<file path="config.mk">
export PLATFORM = sky130hd
export DESIGN_NAME = segment_allocator_table_unit
export DESIGN_NICKNAME = d
export VERILOG_FILES = /design/src/hdl/sat_pkg.sv /design/src/hdl/segment_allocator_table_unit.sv /design/src/hdl/sat_stats.sv
export VERILOG_INCLUDE_DIRS = /design/src /design/src/hdl
export SDC_FILE = /design/constraint.sdc
export NUM_CORES = 1
export LEC_CHECK = 0
export BUFFER_PORTS_ARGS = -buffer_cell sky130_fd_sc_hd__buf_2
export CAP_MARGIN = 40
export CORE_MARGIN = 8
export CORE_UTILIZATION = 60
export CTS_BUF_LIST = sky130_fd_sc_hd__clkbuf_2
export DETAILED_ROUTE_END_ITERATION = 7
export PLACE_DENSITY = 0.75
export SYNTH_ARGS = -nofsm -noshare
export SYNTH_HDL_FRONTEND = slang
export SYNTH_SLANG_ARGS = --single-unit
</file>
<file path="constraint.sdc">
create_clock -name clk -period 9.9 [get_ports clk]
set_clock_uncertainty 0.05 [all_clocks]
set_input_delay 1.485 -clock clk [delete_from_list [all_inputs] [get_ports clk]]
set_output_delay 1.485 -clock clk [all_outputs]
set_load 0.01 [all_outputs]
</file>
<file path="src/hdl/segment_allocator_table_unit_assert.svh">
// Assertion macros shared by the segment allocator table RTL.
`ifndef SEGMENT_ALLOCATOR_TABLE_UNIT_ASSERT_SVH
`define SEGMENT_ALLOCATOR_TABLE_UNIT_ASSERT_SVH

// Implication checked on every clock edge outside reset.
`define SAT_ASSERT_IMP(label, clk, rst_n, lhs, rhs, msg) \
  label: assert property (@(posedge clk) disable iff (!rst_n) (lhs) |-> (rhs)) \
    else $error(msg);

// Next-cycle implication checked outside reset.
`define SAT_ASSERT_NXT(label, clk, rst_n, lhs, rhs, msg) \
  label: assert property (@(posedge clk) disable iff (!rst_n) (lhs) |=> (rhs)) \
    else $error(msg);

`endif

</file>
<file path="src/hdl/sat_pkg.sv">
// Package with codes and constants of the segment allocator table.
package sat_pkg;
  localparam int unsigned MAX_SEGMENTS = 16;
  localparam int unsigned ADDR_BITS = 16;
  localparam int unsigned SIZE_W = ADDR_BITS + 1;
  localparam int unsigned CNT_W = $clog2(MAX_SEGMENTS) + 1;
  localparam logic [1:0] KIND_ALLOC = 2'd0;
  localparam logic [1:0] KIND_FREE = 2'd1;
  localparam logic [1:0] KIND_READ = 2'd2;
  localparam logic [1:0] KIND_TEST = 2'd3;
  localparam logic [2:0] ST_OK = 3'd0;
  localparam logic [2:0] ST_NOFIT = 3'd1;
  localparam logic [2:0] ST_RANGE = 3'd2;
  localparam logic [2:0] ST_FULL = 3'd3;
  localparam logic [2:0] ST_ZERO = 3'd4;
  localparam logic CFG_POOL = 1'b0;
  localparam logic CFG_SMALL = 1'b1;
endpackage

</file>
<file path="src/hdl/segment_allocator_table_unit.sv">
// Top level of the segment allocator table.
//
// Channel | Direction | Handshake
// in_*    | in        | start && !busy
// out_*   | out       | out_valid, one cycle, no back-pressure
// cfg_*   | in        | cfg_we
//
// Tests and out-of-range requests go straight to the statistics scan; a read or a refused
// allocate first reads its entry. A split allocate shifts the entries above index i up and
// a free that merges a neighbor shifts the entries above it down: shifts move one entry per
// read and write pair, and the statistics scan reads one entry per cycle. Busy holds until
// the result shows in the first idle cycle.
// Reset and a pool size write restore one free segment without a clear pass.
// Results cannot be stalled.
module segment_allocator_table_unit (
  input  logic                       clk,
  input  logic                       rst_n,
  input  logic                       start,
  output logic                       busy,
  input  logic [1:0]                 in_kind,
  input  logic [3:0]                 in_segment_index,
  input  logic [16:0]                in_alloc_size,
  input  logic [15:0]                in_byte_address,
  output logic                       out_valid,
  output logic [2:0]                 out_status,
  output logic                       out_hit,
  output logic [15:0]                out_start,
  output logic [16:0]                out_size,
  output logic                       out_allocated,
  output logic [4:0]                 out_segment_total,
  output logic [4:0]                 out_free_segments,
  output logic [4:0]                 out_used_segments,
  output logic [16:0]                out_free_bytes,
  output logic [16:0]                out_largest_free,
  output logic [4:0]                 out_small_free_segments,
  input  logic                       cfg_we,
  input  logic                       cfg_index,
  input  logic [16:0]                cfg_data
);
  import sat_pkg::*;
  `include "segment_allocator_table_unit_assert.svh"

  localparam int unsigned IW = $clog2(MAX_SEGMENTS);
  localparam int unsigned CW = IW + 1;
  localparam int unsigned AW = ADDR_BITS;
  localparam int unsigned LW = ADDR_BITS + 1;
  localparam logic [CW-1:0] MAXC = CW'(MAX_SEGMENTS);
  localparam logic [LW-1:0] POOLMAX = LW'(1) << ADDR_BITS;

  typedef struct packed {
    logic [AW-1:0] base;
    logic [LW-1:0] len;
    logic          used;
  } ent_t;

  typedef enum logic [3:0] {
    S_IDLE, S_RD, S_EVAL, S_SHR_RD, S_SHR_WR, S_SPLIT, S_NXT_RD, S_NXT_EV,
    S_SHL_RD, S_SHL_WR, S_PRV_RD, S_PRV_EV, S_REP_RD, S_SCAN, S_DONE
  } state_t;

  ent_t mem [MAX_SEGMENTS];
  ent_t rd_r;
  logic [IW-1:0] raddr;
  logic          mre;
  logic          mwe;
  logic [IW-1:0] waddr;
  ent_t          wdata;

  state_t state_r;
  logic [CW-1:0] cnt_r;
  logic [LW-1:0] pool_r, small_r;
  logic [1:0] kind_r;
  logic [IW-1:0] idx_r, ri_r, ptr_r;
  logic [LW-1:0] size_r;
  logic [AW-1:0] addr_r;
  ent_t cur_r, rep_r;
  logic [2:0] status_r;
  logic hit_r, report_r, shl_merge_prev_r, scan_v_r, seed_r;
  logic [CW-1:0] scan_r;
  logic out_valid_r;

  logic st_clr, st_en;
  logic [CNT_W-1:0] s_nfree, s_nused, s_nsmall;
  logic [SIZE_W-1:0] s_fbytes, s_largest;

  // Entry zero is seeded at reset or pool write and read through a bypass.
  ent_t mrd;
  logic seedhit_r;
  always_comb begin
    mrd = rd_r;
    if (seedhit_r) mrd = '{base: '0, len: pool_r, used: 1'b0};
  end

  // The free remainder of a split lands right above the allocated part.
  ent_t split_rem;
  assign split_rem = '{base: mrd.base + size_r[AW-1:0], len: mrd.len - size_r, used: 1'b0};

  always_ff @(posedge clk) begin
    if (mwe) mem[waddr] <= wdata;
    if (mre) rd_r <= mem[raddr];
  end

  always_ff @(posedge clk) begin
    if (!rst_n) seedhit_r <= 1'b0;
    else if (mre) seedhit_r <= seed_r && (raddr == '0);
  end

  logic [LW-1:0] cfg_pool;
  always_comb begin
    cfg_pool = cfg_data[LW-1:0];
    if (cfg_data == '0) cfg_pool = LW'(1);
    else if ({1'b0, cfg_data} > 18'(POOLMAX)) cfg_pool = POOLMAX;
  end

  logic [IW-1:0] idx_in;
  assign idx_in = IW'(in_segment_index);
  logic range_bad;
  assign range_bad = {1'b0, in_segment_index} >= 5'(cnt_r) ||
                     32'(in_segment_index) >= MAX_SEGMENTS;

  always_comb begin
    mre = 1'b0; raddr = ptr_r; mwe = 1'b0; waddr = ptr_r; wdata = cur_r;
    st_clr = 1'b0; st_en = 1'b0;
    unique case (state_r)
      S_IDLE: st_clr = 1'b1;
      S_RD, S_NXT_RD, S_PRV_RD, S_REP_RD, S_SHR_RD, S_SHL_RD: mre = 1'b1;
      S_SHR_WR: begin
        mwe = 1'b1; waddr = ptr_r + 1'b1;
        wdata = (ptr_r == idx_r) ? split_rem : mrd;
      end
      S_SHL_WR: begin mwe = 1'b1; waddr = ptr_r - 1'b1; wdata = mrd; end
      S_SPLIT: begin mwe = 1'b1; waddr = idx_r; wdata = cur_r; end
      S_SCAN: begin
        mre = {1'b0, scan_r} < {1'b0, cnt_r};
        raddr = scan_r[IW-1:0];
        st_en = scan_v_r;
      end
      default: ;
    endcase
  end

  always_ff @(posedge clk) begin
    if (!rst_n) begin
      state_r <= S_IDLE; cnt_r <= CW'(1); pool_r <= POOLMAX;
      small_r <= LW'(64); seed_r <= 1'b1; out_valid_r <= 1'b0;
    end else begin
      out_valid_r <= state_r == S_DONE;
      if (cfg_we && cfg_index == CFG_POOL) begin
        pool_r <= cfg_pool; cnt_r <= CW'(1); seed_r <= 1'b1;
      end
      if (cfg_we && cfg_index == CFG_SMALL) small_r <= cfg_data;
      unique case (state_r)
        S_IDLE: if (start) begin
          kind_r <= in_kind; size_r <= in_alloc_size; addr_r <= in_byte_address;
          idx_r <= idx_in; ri_r <= idx_in; ptr_r <= idx_in; hit_r <= 1'b0;
          scan_r <= '0; scan_v_r <= 1'b0;
          if (in_kind == KIND_TEST) begin
            status_r <= ST_OK; report_r <= 1'b0; state_r <= S_SCAN;
          end else if (range_bad) begin
            status_r <= ST_RANGE; report_r <= 1'b0; state_r <= S_SCAN;
          end else begin
            status_r <= ST_OK; report_r <= 1'b1; state_r <= S_RD;
          end
        end
        S_RD: state_r <= S_EVAL;
        S_EVAL: begin
          if (kind_r == KIND_ALLOC) begin
            if (size_r == '0) begin
              status_r <= ST_ZERO; state_r <= S_REP_RD;
            end else if (mrd.used || mrd.len < size_r) begin
              status_r <= ST_NOFIT; state_r <= S_REP_RD;
            end else if (mrd.len == size_r) begin
              cur_r <= '{base: mrd.base, len: mrd.len, used: 1'b1};
              state_r <= S_SPLIT;
            end else if (cnt_r >= MAXC) begin
              status_r <= ST_FULL; state_r <= S_REP_RD;
            end else begin
              ptr_r <= IW'(cnt_r - 1'b1); state_r <= S_SHR_RD;
            end
          end else if (kind_r == KIND_FREE && mrd.used) begin
            cur_r <= '{base: mrd.base, len: mrd.len, used: 1'b0};
            shl_merge_prev_r <= 1'b0;
            if ({1'b0, idx_r} + 1'b1 < cnt_r) begin
              ptr_r <= idx_r + 1'b1; state_r <= S_NXT_RD;
            end else if (idx_r != '0) begin
              ptr_r <= idx_r - 1'b1; state_r <= S_PRV_RD;
            end else state_r <= S_SPLIT;
          end else state_r <= S_REP_RD;
        end
        // Move entries from ptr up by one, from the top down to idx+1.
        S_SHR_RD: state_r <= S_SHR_WR;
        S_SHR_WR: begin
          if (ptr_r == idx_r) begin
            state_r <= S_SPLIT;
            cnt_r <= cnt_r + 1'b1;
            cur_r <= '{base: mrd.base, len: size_r, used: 1'b1};
          end else begin ptr_r <= ptr_r - 1'b1; state_r <= S_SHR_RD; end
        end
        S_SPLIT: begin
          seed_r <= seed_r && idx_r != '0;
          state_r <= S_REP_RD;
        end
        S_NXT_RD: state_r <= S_NXT_EV;
        S_NXT_EV: begin
          if (!mrd.used) begin
            cur_r <= '{base: cur_r.base, len: cur_r.len + mrd.len, used: 1'b0};
            shl_merge_prev_r <= 1'b1;
            if ({1'b0, idx_r} + 2'd2 < cnt_r) begin
              ptr_r <= idx_r + 2'd2; state_r <= S_SHL_RD;
            end else begin
              cnt_r <= cnt_r - 1'b1;
              if (idx_r != '0) begin
                ptr_r <= idx_r - 1'b1; state_r <= S_PRV_RD;
              end else state_r <= S_SPLIT;
            end
          end else if (idx_r != '0) begin
            ptr_r <= idx_r - 1'b1; state_r <= S_PRV_RD;
          end else state_r <= S_SPLIT;
        end
        S_SHL_RD: state_r <= S_SHL_WR;
        S_SHL_WR: begin
          if ({1'b0, ptr_r} + 1'b1 >= cnt_r) begin
            cnt_r <= cnt_r - 1'b1;
            if (shl_merge_prev_r && idx_r != '0) begin
              ptr_r <= idx_r - 1'b1; state_r <= S_PRV_RD;
            end else state_r <= S_SPLIT;
          end else begin ptr_r <= ptr_r + 1'b1; state_r <= S_SHL_RD; end
        end
        S_PRV_RD: state_r <= S_PRV_EV;
        S_PRV_EV: begin
          if (!mrd.used) begin
            // Grow the previous entry and close the gap at idx.
            cur_r <= '{base: mrd.base, len: mrd.len + cur_r.len, used: 1'b0};
            ri_r <= idx_r - 1'b1; idx_r <= idx_r - 1'b1;
            shl_merge_prev_r <= 1'b0;
            if ({1'b0, idx_r} + 1'b1 < cnt_r) begin
              ptr_r <= idx_r + 1'b1; state_r <= S_SHL_RD;
            end else begin cnt_r <= cnt_r - 1'b1; state_r <= S_SPLIT; end
          end else state_r <= S_SPLIT;
        end
        S_REP_RD: begin ptr_r <= ri_r; state_r <= S_SCAN; scan_r <= '0; end
        S_SCAN: begin
          if (kind_r != KIND_TEST && scan_r == '0 && report_r && !scan_v_r)
            rep_r <= '0;
          if (scan_v_r) begin
            if (kind_r == KIND_TEST && mrd.used && addr_r >= mrd.base &&
                {1'b0, addr_r} < {1'b0, mrd.base} + mrd.len) hit_r <= 1'b1;
            if (report_r && scan_r - 1'b1 == {1'b0, ri_r}) rep_r <= mrd;
          end
          scan_v_r <= {1'b0, scan_r} < {1'b0, cnt_r};
          scan_r <= scan_r + 1'b1;
          if (!({1'b0, scan_r} < {1'b0, cnt_r}) && !scan_v_r) state_r <= S_DONE;
        end
        S_DONE: state_r <= S_IDLE;
        default: state_r <= S_IDLE;
      endcase
    end
  end

  sat_stats u_stats (
    .clk(clk), .rst_n(rst_n), .clr(st_clr), .en(st_en), .used(mrd.used),
    .len(mrd.len), .small_limit(small_r), .nfree(s_nfree), .nused(s_nused),
    .nsmall(s_nsmall), .fbytes(s_fbytes), .largest(s_largest)
  );

  assign busy = state_r != S_IDLE;
  assign out_valid = out_valid_r;
  assign out_status = status_r;
  assign out_hit = hit_r;
  assign out_start = report_r && status_r != ST_RANGE ? 16'(rep_r.base) : '0;
  assign out_size = report_r && status_r != ST_RANGE ? 17'(rep_r.len) : '0;
  assign out_allocated = report_r && status_r != ST_RANGE ? rep_r.used : 1'b0;
  assign out_segment_total = 5'(cnt_r);
  assign out_free_segments = s_nfree;
  assign out_used_segments = s_nused;
  assign out_free_bytes = s_fbytes;
  assign out_largest_free = s_largest;
  assign out_small_free_segments = s_nsmall;

  `SAT_ASSERT_IMP(a_cnt_range, clk, rst_n, 1'b1, cnt_r != '0 && cnt_r <= MAXC, "bad count")
  `SAT_ASSERT_NXT(a_done_valid, clk, rst_n, state_r == S_DONE, out_valid, "result missing")
  `SAT_ASSERT_IMP(a_stat_sum, clk, rst_n, out_valid, s_nfree + s_nused == cnt_r, "stat sum")
endmodule

</file>
<file path="src/hdl/sat_stats.sv">
// Statistics accumulator fed with one table entry per cycle while en is high.
module sat_stats (
  input  logic                      clk,
  input  logic                      rst_n,
  input  logic                      clr,
  input  logic                      en,
  input  logic                      used,
  input  logic [sat_pkg::SIZE_W-1:0] len,
  input  logic [sat_pkg::SIZE_W-1:0] small_limit,
  output logic [sat_pkg::CNT_W-1:0]  nfree,
  output logic [sat_pkg::CNT_W-1:0]  nused,
  output logic [sat_pkg::CNT_W-1:0]  nsmall,
  output logic [sat_pkg::SIZE_W-1:0] fbytes,
  output logic [sat_pkg::SIZE_W-1:0] largest
);
  import sat_pkg::*;
  logic [CNT_W-1:0] nfree_r, nused_r, nsmall_r;
  logic [SIZE_W-1:0] fbytes_r, largest_r;

  always_ff @(posedge clk) begin
    if (!rst_n || clr) begin
      nfree_r <= '0;
      nused_r <= '0;
      nsmall_r <= '0;
      fbytes_r <= '0;
      largest_r <= '0;
    end else if (en) begin
      if (used) begin
        nused_r <= nused_r + 1'b1;
      end else begin
        nfree_r <= nfree_r + 1'b1;
        fbytes_r <= fbytes_r + len;
        if (len > largest_r) largest_r <= len;
        if (len < small_limit) nsmall_r <= nsmall_r + 1'b1;
      end
    end
  end

  assign nfree = nfree_r;
  assign nused = nused_r;
  assign nsmall = nsmall_r;
  assign fbytes = fbytes_r;
  assign largest = largest_r;
endmodule

</file>
==> results.md <==
- The run finished with clean final reports.
- Subtracting the final worst setup slack from the clock period gives 5.75 ns.
- After synthesis, the share of cell area in mux cells is 8.83%.
- The die is 270 um tall.
- The pre-antenna-repair detailed-routing pass consisted of 6 iterations.
- The average detailed-routed wire length per instance is 25.6 um.
- STA classifies the critical path startpoint as a register.
- The tree is rooted in a clkbuf_2.
- Sequential elements use 59.3% of the synthesized area.
- Including well taps, the total number of placed cells is 3890.
- The longest clock path from root to sink contains 3 buffers.
- Power comes to 0.0123 W.
- Dividing the synthesized area by the synthesized cell count gives 13.2 um^2.
- The CTS tree is built.
- The number of design-rule violations left by the first detailed-router iteration is 3010.
- After detailed routing, the total wire length is 108 mm.
- The slowest library cell on the worst path is mux2i_1.
- The last weighted congestion value of the routability-driven placer is 0.958.
- The core area is 64100 um^2.
- The post-synthesis async set-or-reset flop share is 0%.
- The combinational family with the most area after synthesis is compound AO/OA/AOI/OAI gates.
- The unique cell type count in the Yosys netlist is 92.
- The number of pins exceeding their max-slew limit in the final report came to 0.
- After synthesis the netlist holds a flip-flop and latch count of 796.
- For the pin with the worst max-slew slack, the measured transition is 0.949 ns.
- The aggregate global routing overflow is 0.
- The number of standard-cell rows in the floorplan is 93.
- The largest single stage delay on the critical path is 0.59 ns.
- The critical path start-end classification is reg2reg.
- The count of flip-flops with a built-in enable after synthesis is 701.
- The worst hold-check path type is in2reg.
- In this run the worst path has a maximum fanout of 52.
- The number of I/O pins is 155.
- The nature of the critical path endpoint is a register.
- The initial cell density of the core is 60.4%.
- The clock drives 796 sinks.
- The instance count of the mapped netlist is 2936.
- Setup repair after global routing left no endpoint under its margin.
- The tool flagged a number of max-cap violations equal to 0.
- In the global route stage, overall resource usage came out at 29.1%.
- STA puts the critical path data required time at 10.96 ns.
- The headroom to the max-slew limit is 36.3%.
- The setup-violating endpoint count in the final report is 0.
- The final count of hold timing violations is 0.
- The Yosys step of the flow raised 0 warnings.
- The die extent in x is 270 um.
- The number of global-route vias before repair is 26700.
- The combined area of all synthesized cells is 38700 um^2.
- The number of buffers created by CTS is 190.
- The final antenna-violating net count is 0.
- The post-synthesis adder-cell area fraction is 5.96%.
- The number of nets produced by synthesis is 3175.
- The xor-xnor portion of the synthesized cell area is 2.35%.
- Counting instances, the worst hold path has a depth of 1.
- The depth of the most critical reg-to-reg path is 19.
- The share of cells above drive strength 1 is 22.6%.
- From synthesis to final layout, the design area changed by 10.3%.
- The floorplan step defined a die boundary enclosing 72900 um^2.
- Among all flip-flop cells after synthesis, the most frequent one is edfxtp_1.
- For this run, design rule violations remaining after detail routing come to 0.
- The deepest level of the CTS H-tree is 4.
- The worst-case IR drop observed on VDD is 0.172 mV.
- Adding up every negative setup slack in the final design gives 0 ns.
- The routed layout has 26800 vias.
- Detailed placement ended at an HPWL of 69.5 mm.
- At the end of the flow, the number of nets in the layout was 3479.
- The initial antenna violation count is 2.
- Dividing total power by cell area gives a power density of 289 nW/um^2.
- The clock latency on the worst-skew pair is 1.46 ns.
- The first-pass GRT wire length is 162 mm.
- The critical path goes through buf_4 -> mux2i_1 -> inv_1 -> fa_1 -> a21o_1 -> maj3_1 -> o211a_1 -> o21ai_1 -> o21ai_1 -> nand2_1 -> nand4b_1 -> a21oi_1 -> xor2_1 -> ha_1 -> a2111oi_0 -> nand2_1 -> a21oi_1 -> nor3_1 -> a22oi_1.
- The leakage component of the power is 15.8 nW.
- Derived from the worst setup path, the maximum achievable clock frequency is 0.174 GHz.
- The final instance count without filler cells is 4241.
- The final critical path takes up 58.0% of the cycle.
- After Yosys synthesis, and, or, nand and nor cells account for 9.27% of the synthesized area.
- The synthesized netlist devotes 11.2% of its cell area to compound gates.
- The via density per instance is 6.32.
- Entering global routing, the biggest net connects 138 pins.
- Counting the fill cells in the layout gives 4691.
- STA puts the critical path data arrival time at 6.81 ns.
- The clock slew at the register clock pins of the worst setup and hold paths is 0.12 ns.
- During placement, the flow inserted port buffers numbering 154.
- The number of gates given a new drive strength after cts is 0.
## report_power, final
part / switching (W) / internal [W]
Combinational: 0.00345 / 0.00208
Sequential: 0.000235 / 0.00445
Clock: 0.00131 / 0.000811
Total: 0.00500 / 0.00734
## cell usage in the layout (no fill, tap or decap), drive strengths merged, types with 20 or more instances in the layout
cell type and count:
edfxtp 701, clkbuf 287, nand2 254, buf 245
nor2 191, ha 173, inv 142, o21ai 141
mux4 136, a21oi 134, dfxtp 95, and2 78
nand3 69, a211oi 68, a21o 67, xor2 53
a22oi 53, xnor2 51, a31oi 50, nand2b 44
clkinv 33, nor3 31, mux2i 24, nor2b 22
nand4 20
## per-layer routing
layer	share of wire, %	global-route usage (%)	up-vias	wire, um
li1	-	-	11900	-
met1	41	40.3	13200	44200
met2	46	45.4	1487	50000
met3	10	6.78	192	11000
met4	2.9	10.0	0	3160
met5	0	0	-	0
## final timing paths
check	slack, ns	to	startpoint
max	4.15	out_hit	seedhit_r
min reg2reg	0.41	small_r[9]	small_r[9]
max reg2reg	4.15	out_hit	seedhit_r
min	0.20	kind_r[1]	in_kind[1]
## cell families (layout without fill, tap and decap cells)
group / count (synthesis) / in the layout
flops: 796 / 796
simple gates: 758 / 758
compound gates: 650 / 650
buf+inv: 276 / 720
fa+ha+maj: 182 / 182
mux: 170 / 170
xor+xnor: 104 / 104
other cells: 0 / 6
## final cells by class
type	count	area [um^2]	area share (%)
Sequential cell	796	23000	53.8
Multi-Input combinational cell	1864	14800	34.6
Timing Repair Buffer	257	1670	3.92
Clock buffer	286	1430	3.35
Tap cell	855	1070	2.51
Inverter	131	494	1.16
Clock inverter	46	270	0.633
Antenna cell	6	15.0	0.0352
## critical path: cells and delay by family (launching register included)
kind / cells / cell delay (ns)
DFF: 1 / 0.33
and+or+nand+nor: 4 / 0.34
xor gates and xnor gates: 1 / 0.17
muxes: 1 / 0.59
AOI/OAI and AO/OA: 8 / 1.88
buffers and inverters: 2 / 0.90
adders and majority gates: 3 / 1.18
## sequential cells by signal, indices dropped and copies added, names as in the netlist, 5 cells and up
| register | flops |
|---|---|
| scan_r | 5 |
| u_stats.largest | 17 |
| out_segment_total | 5 |
| u_stats.nfree | 5 |
| u_stats.nsmall | 5 |
| u_stats.nused | 5 |
| u_stats.fbytes | 17 |
| pool_r | 17 |
| rd_r | 34 |
| rep_r | 34 |
| addr_r | 16 |
| mem | 544 |
| cur_r | 34 |
| small_r | 17 |
| size_r | 17 |
## timing repair
| item | 4_1_cts | 5_1_grt |
|---|---|---|
| hold buffers | 11 | 0 |
| buffers inserted | 0 | 0 |
| hold endpoints to repair | 11 | 0 |
## synthesized netlist by cell type, types with 20 or more instances
library cell / number / area share, %
a31oi_1: 50 / 0.81
a211oi_1: 66 / 1.3
inv_1: 128 / 1.2
nor3_1: 31 / 0.40
buf_2: 35 / 0.45
xor2_1: 53 / 1.2
nand2b_1: 43 / 0.69
a21oi_1: 132 / 1.7
edfxtp_1: 701 / 54
nand2_1: 254 / 2.5
ha_1: 173 / 5.6
xnor2_1: 51 / 1.2
o21ai_0: 126 / 1.6
nand4_1: 20 / 0.32
dfxtp_1: 95 / 4.9
mux4_2: 136 / 7.9
nor2_1: 189 / 1.8
clkbuf_1: 78 / 0.76
nand3_1: 66 / 0.85
mux2i_1: 23 / 0.59
a22oi_1: 53 / 1.0
and2_1: 78 / 1.3
a21o_1: 67 / 1.3
## metrics by stage
stage	hold WS, ns	instance area, um^2	utilization [%]	worst slack (ns)
floorplan	0.386	38700	-	4.67
global placement	0.395	40600	63.4	4.33
detailed placement	0.400	40800	63.7	4.14
CTS	0.00109	42700	66.5	4.12
global route	0.0976	42700	66.6	3.75
finish	0.201	42700	66.6	4.15
(Power assumes the default switching activity.)
